### src/hdl/lolt_pkg.sv
package lolt_pkg;

  localparam int LOLT_SLOTS = 8;

  // Commands carried by an input item
  localparam logic [1:0] CMD_QUERY   = 2'd0;
  localparam logic [1:0] CMD_FAIL    = 2'd1;
  localparam logic [1:0] CMD_SUCCESS = 2'd2;

  // Register indexes on the configuration port
  localparam logic REG_LOCK_LIMIT = 1'b0;
  localparam logic REG_LOCK_TIME  = 1'b1;

  localparam logic [7:0]  LOCK_LIMIT_RESET = 8'd5;
  localparam logic [15:0] LOCK_TIME_RESET  = 16'd60;

  typedef struct packed {
    logic [1:0]  cmd;
    logic [31:0] source_key;
    logic [31:0] now_seconds;
  } in_item_t;

  typedef struct packed {
    logic        blocked;
    logic [15:0] retry_after;
    logic        lock_started;
  } out_item_t;

  // One table entry as it travels round the ring
  typedef struct packed {
    logic        valid;
    logic [31:0] key;
    logic [7:0]  fail_count;
    logic [31:0] deadline;
  } entry_t;

  typedef enum logic [2:0] {
    ST_IDLE,
    ST_SCAN,
    ST_CALC,
    ST_WRITE,
    ST_FINISH
  } state_t;

endpackage

### src/hdl/lolt_cell.sv
module lolt_cell
  import lolt_pkg::*;
(
  input  logic        clk,
  input  logic        rst,
  input  logic        shift,
  input  entry_t      d,
  output entry_t      q
);

  entry_t entry;

  // Take the neighbour's entry on every shift
  always_ff @(posedge clk) begin
    if (rst) begin
      entry <= '0;
    end else if (shift) begin
      entry <= d;
    end
  end

  assign q = entry;

endmodule

### src/hdl/login_lockout_table.sv
// Failed-login lockout table. Each item holds a command (query, failure,
// success), a 32-bit source key and the current time in seconds, and yields
// exactly one result item. The SLOTS entries sit in a ring of cells that
// rotates one place per clock while scanning or writing back; the head cell
// is inspected as each entry passes, so one scan pass round the ring finds the
// match, the first free slot and the entry with the least deadline, a
// calculation state works out the update and a second pass writes the changed
// entry back. The write pass is taken only when an item changes an entry (a
// failure, or a success that finds its source). An item is accepted only after
// the one before it has loaded its result into the output register.
// A finished result waits in the output register while the next item is taken
// in. lock_limit sits at byte address 0 and lock_time at byte address 4; both
// may be written only while no item is in flight.
module login_lockout_table
  import lolt_pkg::*;
#(
  parameter int SLOTS = LOLT_SLOTS
)
(
  input  logic        clk,
  input  logic        rst,
  input  logic        in_valid,
  output logic        in_stall,
  input  in_item_t    in_item,
  output logic        out_valid,
  input  logic        out_stall,
  output out_item_t   out_item,
  input  logic        psel,
  input  logic        penable,
  input  logic        pwrite,
  input  logic [2:0]  paddr,
  input  logic [31:0] pwdata,
  output logic [31:0] prdata,
  output logic        pready
);

  localparam int IDX_W = $clog2(SLOTS);

  // Configuration registers
  logic [7:0]  lock_limit;
  logic [15:0] lock_time;

  always_ff @(posedge clk) begin
    if (rst) begin
      lock_limit <= LOCK_LIMIT_RESET;
      lock_time  <= LOCK_TIME_RESET;
    end else if (psel && penable && pwrite && pready) begin
      case (paddr[2])
        REG_LOCK_LIMIT: lock_limit <= pwdata[7:0];
        REG_LOCK_TIME:  lock_time  <= pwdata[15:0];
        default: ;
      endcase
    end
  end

  assign pready = 1'b1;
  assign prdata = (paddr[2] == REG_LOCK_TIME) ? {16'd0, lock_time} : {24'd0, lock_limit};

  // Control state
  state_t           state, state_next;
  logic [IDX_W-1:0] cnt;
  logic             cnt_last;
  in_item_t         item;
  logic             shift;
  logic             write_needed;
  logic             out_load;

  // Scan results
  logic             hit_found;
  logic [IDX_W-1:0] hit_idx;
  logic [7:0]       hit_count;
  logic [31:0]      hit_deadline;
  logic             free_found;
  logic [IDX_W-1:0] free_idx;
  logic [IDX_W-1:0] least_idx;
  logic [31:0]      least_dl;

  // Update worked out in the calculation cycle
  logic [IDX_W-1:0] tgt_idx;
  entry_t           new_entry;
  out_item_t        result;

  // Ring of cells
  entry_t cell_q [SLOTS];
  entry_t cell_d [SLOTS];
  logic   head_hit;
  entry_t wrap;

  assign wrap = (state == ST_WRITE && cnt == tgt_idx) ? new_entry : cell_q[0];

  for (genvar i = 0; i < SLOTS; i++) begin : g_cell
    if (i == SLOTS - 1) begin : g_tail
      assign cell_d[i] = wrap;
    end else begin : g_body
      assign cell_d[i] = cell_q[i+1];
    end
    lolt_cell u_cell (
      .clk   (clk),
      .rst   (rst),
      .shift (shift),
      .d     (cell_d[i]),
      .q     (cell_q[i])
    );
  end

  // Flag a valid head entry holding the probed source
  assign head_hit = cell_q[0].valid && (cell_q[0].key == item.source_key);

  assign cnt_last = (cnt == IDX_W'(SLOTS - 1));

  // Next state
  always_comb begin
    state_next = state;
    case (state)
      ST_IDLE:   if (in_valid) state_next = ST_SCAN;
      ST_SCAN:   if (cnt_last) state_next = ST_CALC;
      ST_CALC:   state_next = write_needed ? ST_WRITE : ST_FINISH;
      ST_WRITE:  if (cnt_last) state_next = ST_FINISH;
      ST_FINISH: if (out_load) state_next = ST_IDLE;
      default:   state_next = ST_IDLE;
    endcase
  end

  // State outputs
  always_comb begin
    in_stall = 1'b1;
    shift    = 1'b0;
    out_load = 1'b0;
    case (state)
      ST_IDLE:   in_stall = 1'b0;
      ST_SCAN:   shift = 1'b1;
      ST_WRITE:  shift = 1'b1;
      ST_FINISH: out_load = !out_valid || !out_stall;
      default: ;
    endcase
  end

  always_ff @(posedge clk) begin
    if (rst) begin
      state <= ST_IDLE;
      cnt   <= '0;
    end else begin
      state <= state_next;
      if (state != state_next) begin
        cnt <= '0;
      end else if (shift) begin
        cnt <= cnt + IDX_W'(1);
      end
    end
  end

  // Hold the accepted item
  always_ff @(posedge clk) begin
    if (state == ST_IDLE && in_valid) begin
      item <= in_item;
    end
  end

  // Track match, first free slot and least deadline as entries pass the head
  always_ff @(posedge clk) begin
    if (rst) begin
      hit_found  <= 1'b0;
      free_found <= 1'b0;
    end else if (state == ST_IDLE) begin
      hit_found  <= 1'b0;
      free_found <= 1'b0;
    end else if (state == ST_SCAN) begin
      if (head_hit && !hit_found) begin
        hit_found <= 1'b1;
      end
      if (!cell_q[0].valid && !free_found) begin
        free_found <= 1'b1;
      end
    end
  end

  always_ff @(posedge clk) begin
    if (state == ST_SCAN) begin
      if (head_hit && !hit_found) begin
        hit_idx      <= cnt;
        hit_count    <= cell_q[0].fail_count;
        hit_deadline <= cell_q[0].deadline;
      end
      if (!cell_q[0].valid && !free_found) begin
        free_idx <= cnt;
      end
      if (cnt == '0 || cell_q[0].deadline < least_dl) begin
        least_idx <= cnt;
        least_dl  <= cell_q[0].deadline;
      end
    end
  end

  // Work out the result and the changed entry
  logic [31:0] base_dl;
  logic [7:0]  base_count;
  logic        expired;
  logic [7:0]  count_run;
  logic [7:0]  count_inc;
  logic [32:0] dl_sum;
  logic [31:0] dl_sat;
  logic [31:0] left;
  logic        reach;
  out_item_t   result_next;

  always_comb begin
    base_dl    = hit_found ? hit_deadline : 32'd0;
    base_count = hit_found ? hit_count : 8'd0;
    expired    = (base_dl != 32'd0) && (base_dl <= item.now_seconds);
    count_run  = expired ? 8'd0 : base_count;
    count_inc  = (count_run == 8'hFF) ? 8'hFF : count_run + 8'd1;
    reach      = (count_inc >= lock_limit);
    dl_sum     = {1'b0, item.now_seconds} + {17'd0, lock_time};
    dl_sat     = dl_sum[32] ? 32'hFFFF_FFFF : dl_sum[31:0];
    left       = hit_deadline - item.now_seconds;
    result_next = '0;
    if (item.cmd == CMD_QUERY && hit_found && hit_deadline > item.now_seconds) begin
      result_next.blocked     = 1'b1;
      result_next.retry_after = (|left[31:16]) ? 16'hFFFF : left[15:0];
    end
    if (item.cmd == CMD_FAIL && reach) begin
      result_next.lock_started = 1'b1;
    end
  end

  // The write decision is combinational on the scan results
  assign write_needed = (item.cmd == CMD_FAIL) || (item.cmd == CMD_SUCCESS && hit_found);

  always_ff @(posedge clk) begin
    if (state == ST_CALC) begin
      result          <= result_next;
      tgt_idx         <= hit_found ? hit_idx : (free_found ? free_idx : least_idx);
      new_entry.valid <= 1'b1;
      new_entry.key   <= item.source_key;
      case (item.cmd)
        CMD_FAIL: begin
          if (reach) begin
            new_entry.fail_count <= 8'd0;
            new_entry.deadline   <= dl_sat;
          end else begin
            new_entry.fail_count <= count_inc;
            new_entry.deadline   <= expired ? 32'd0 : base_dl;
          end
        end
        default: begin
          new_entry.fail_count <= 8'd0;
          new_entry.deadline   <= 32'd0;
        end
      endcase
    end
  end

  // Output register
  always_ff @(posedge clk) begin
    if (rst) begin
      out_valid <= 1'b0;
    end else if (out_load) begin
      out_valid <= 1'b1;
    end else if (!out_stall) begin
      out_valid <= 1'b0;
    end
  end

  always_ff @(posedge clk) begin
    if (out_load) begin
      out_item <= result;
    end
  end

endmodule

### config.mk
export PLATFORM = sky130hd
export DESIGN_NAME = login_lockout_table
export DESIGN_NICKNAME = d
export VERILOG_FILES = /design/src/hdl/lolt_pkg.sv /design/src/hdl/lolt_cell.sv /design/src/hdl/login_lockout_table.sv
export SDC_FILE = /design/constraint.sdc
export NUM_CORES = 2
export LEC_CHECK = 0
export ABC_AREA = 0
export BUFFER_PORTS_ARGS = -buffer_cell sky130_fd_sc_hd__buf_2
export CAP_MARGIN = 30
export CORE_ASPECT_RATIO = 1.1
export CORE_MARGIN = 2
export CORE_UTILIZATION = 49
export DETAILED_ROUTE_END_ITERATION = 16
export GPL_ROUTABILITY_DRIVEN = 0
export GPL_TIMING_DRIVEN = 0
export PLACE_DENSITY_LB_ADDON = 0.08
export SYNTH_ARGS = -nofsm -noshare
export SYNTH_HDL_FRONTEND = slang
export SYNTH_HIERARCHICAL = 1
export SYNTH_SLANG_ARGS = --single-unit
export TNS_END_PERCENT = 1
### constraint.sdc
create_clock -name clk -period 5.2 [get_ports clk]
set_input_delay 1.3 -clock clk [delete_from_list [all_inputs] [get_ports clk]]
set_output_delay 1.3 -clock clk [all_outputs]
set_load 0.05 [all_outputs]
==> results.json <==
{
  "cts.root.buffer_cell": "clkbuf_16",
  "fmax_mhz": 192,
  "p_leak_nw": 17.6,
  "initial_antenna_violation_count": 1,
  "timing_max_transition_violations_final": 0,
  "instances_no_fill": 4728,
  "failing_checks": "setup timing",
  "synth_flop_cell": "dfxtp_1",
  "timing.final.setup_violations": 1,
  "setup.worst_path.start_class": "flop",
  "finalWorstSetupSlack_ns": -0.0150,
  "routedLengthMet1_um": 40300,
  "worstPathMaxFanout": 8,
  "io-pin-count": 161,
  "layout_worst_path_cycle_share": 1.00,
  "gate_count_after_technology_mapping": 3343,
  "outcome": "finished, violations left",
  "seq_area_sq_mm": 0.0201,
  "n_fill_cell": 6553,
  "final_common_cell": "nor2_1",
  "clk-insertion-delay-late_ns": 0.65,
  "cts-hold-fix-buffers": 0,
  "global_route.usage.total": 0.234,
  "met3_length_um": 3030,
  "worst-endpoint-required_ns": 5.57,
  "portBuffers": 124,
  "tritoncts": "done",
  "power.ir.vdd_worst_v": 0.000278,
  "cts_htree_levels": 3,
  "seq_area_frac_synth": 0.530,
  "die_height_um": 296,
  "holdCritPathClass": "flop to flop",
  "clock_tree_buffer_depth": 3,
  "rows": 107,
  "clk_pin_slew_ns": 0.06,
  "met2_length_um": 46900,
  "vias": 24930,
  "worst_slew_margin_rel": 0.323,
  "drt_wl_total_um": 94300,
  "post_detailed_route_via_to_cell_ratio": 5.27,
  "grt_overflow_total": 0,
  "ys.warnings.count": 6,
  "post_drt_wl_per_cell_um": 19.9,
  "pin_count_of_the_biggest_net_entering_global_routing": 37,
  "tightest_slew_ns": 1.01,
  "final.min_clock_period_ns": 5.22,
  "diode_count": 0,
  "yosys-top-cells-area": "dfxtp_1 33%, edfxtp_1 20%, mux2i_1 16%, nor2_1 6.4%, ha_1 4.1%",
  "rsz_0062_raised_after_global_routing": "yes",
  "drt_pass1_iterations": 8,
  "drt_first_iter_violations": 1441,
  "synth_area_sq_mm": 0.0380,
  "detail_route.drc_violations": 0,
  "netlist.area_leader.share": 0.325,
  "wire_length_of_the_first_global_routing_pass_um": 145000,
  "finalClockSkew_ns": 0.0216,
  "max_cap_viol_count": 0,
  "die-width_um": 269,
  "first_global_vias": 25299,
  "synth_async_sr_flop_share": 0,
  "finalHoldViolations": 0,
  "syn-mean-instance-area_sq_um": 11.4,
  "synth.ff_latch_count": 875,
  "final_antenna_net_count": 0,
  "crit_arrival_ns": 5.58,
  "hpwl_dp_um": 69100,
  "synth.distinct_cells": 87,
  "cp-end-kind": "flop",
  "synth_edf_count": 258,
  "critical_path_class": "flop to flop",
  "holdWs_ns": 0.416,
  "die-area_sq_mm": 0.0797,
  "top_layer": "met4",
  "placed_cells": 4529,
  "final_net_count": 3846,
  "cts_made_buffers": 92,
  "clkSinkCount": 875,
  "synth_top_area_cell": "dfxtp_1",
  "initial_core_util": 0.492,
  "flow.area_growth_from_synthesis_pct": 15.6,
  "proportion_of_layout_cells_with_a_drive_suffix_above_1": 0.158,
  "layout_common_cells": "646 x nor2_1, 616 x dfxtp_1, 596 x mux2i_1",
  "power_density_of_the_placed_cells_mw_per_mm2": 340,
  "placeableCoreArea_sq_mm": 0.0771,
  "multi_input_gate_area_in_the_final_layout_sq_mm": 0.0160
}
-- worst max-delay path: stages (launching register included) --
cell,delay [ns]
dfxtp_4,0.45
clkbuf_16,0.19
clkbuf_16,0.14
and2_4,0.16
ha_4,0.20
a21o_1,0.15
a21o_1,0.16
a21oi_2,0.13
o221a_4,0.23
o21ai_4,0.08
a21oi_4,0.25
nor2_4,0.06
and2_4,0.15
ha_4,0.16
and4_4,0.16
nand3_4,0.08
and3_4,0.21
ha_4,0.19
nand2b_4,0.13
a21o_1,0.17
a21o_1,0.17
a211oi_2,0.17
o21bai_1,0.10
a31oi_2,0.24
nand2b_4,0.25
buf_6,0.14
nor2_4,0.06
a221o_1,0.34
-- timing repair --
| action | in CTS | in global routing |
|---|---|---|
| resized for setup | 85 | 7 |
| setup endpoints to repair | 41 | 33 |
| hold endpoints to repair | 0 | 0 |
| pin swaps | 35 | 4 |
| cloned | 4 | 0 |
| setup buffers | 23 | 0 |
-- flip-flops by register name, indices dropped and copies added (netlist names), 3 cells and up --
name,flops
g_cell.u_cell/q,584
new_entry,72
item,66
hit_deadline,32
least_dl,32
out_item,18
result,18
lock_time,16
hit_count,8
lock_limit,8
cnt,3
free_idx,3
hit_idx,3
least_idx,3
state,3
tgt_idx,3
-- kinds of logic after synthesis --
family,after synthesis,synth area share
AND/OR/NAND/NOR,983,0.116
multiplexers,669,0.179
flip-flops,875,0.530
AO/OA/AOI/OAI,315,0.0548
buffers and inverters,289,0.0596
XOR/XNOR,85,0.0196
other,2,0.000198
adder cells (fa/ha/maj),125,0.0416
-- path summary, 6_finish.rpt --
check	start	slack (ns)	end	cells after the start
hold reg to reg	result[17]	0.42	out_item[17]	0
setup reg to reg	hit_found	-0.02	new_entry[29]	27
hold / removal	result[17]	0.42	out_item[17]	0
setup / recovery	hit_found	-0.02	new_entry[29]	27
-- metrics by stage --
stage                     setup WS [ns]  setup TNS, ns  power [mW]  utilization  instance area (sq um)
after global routing             -0.202          -4.06        15.4        0.569                  43900
after detailed placement          -3.20        -113.61        8.45        0.521                  40100
after CTS                       0.00196              0        15.1        0.568                  43800
after floorplan                  -0.521         -15.37        8.16            -                  38000
final                           -0.0150        -0.0150        14.9        0.569                  43900
after global placement            -3.46        -463.73        8.43        0.518                  39900
-- power breakdown --
group / switching (mW) / internal (mW)
sequential: 0.0462 / 7.08
clock: 2.76 / 3.85
combinational: 0.688 / 0.504
-- layer usage --
layer  GRT usage  up-vias
met5           0        -
met4       0.104        0
met3      0.0282      207
met2       0.419      518
met1       0.284    11973
li1            -    12232
-- synth_stat cells, drive strengths merged (10+ instances only) --
library cell,instances
ha,123
nand3,18
edfxtp,258
nor4,33
xnor2,55
a221o,10
nor3,30
dfxtp,617
nand2b,14
nor2b,20
mux2,73
nand2,93
xor2,30
a21o,51
o21ai,56
nor2,649
a211oi,13
and2,45
mux2i,596
clkbuf,43
inv,90
a21oi,113
buf,155
nand4,31
o21a,11
-- area by class of cell --
type | instances | area share
Inverter | 91 | 0.00784
Clock inverter | 51 | 0.0111
Sequential cell | 875 | 0.458
Timing Repair Buffer | 162 | 0.0236
Buffer | 196 | 0.0457
Tap cell | 1035 | 0.0295
Clock buffer | 123 | 0.0594
Multi-Input combinational cell | 2195 | 0.365
No activity file was read; power rests on OpenSTA's default activity.
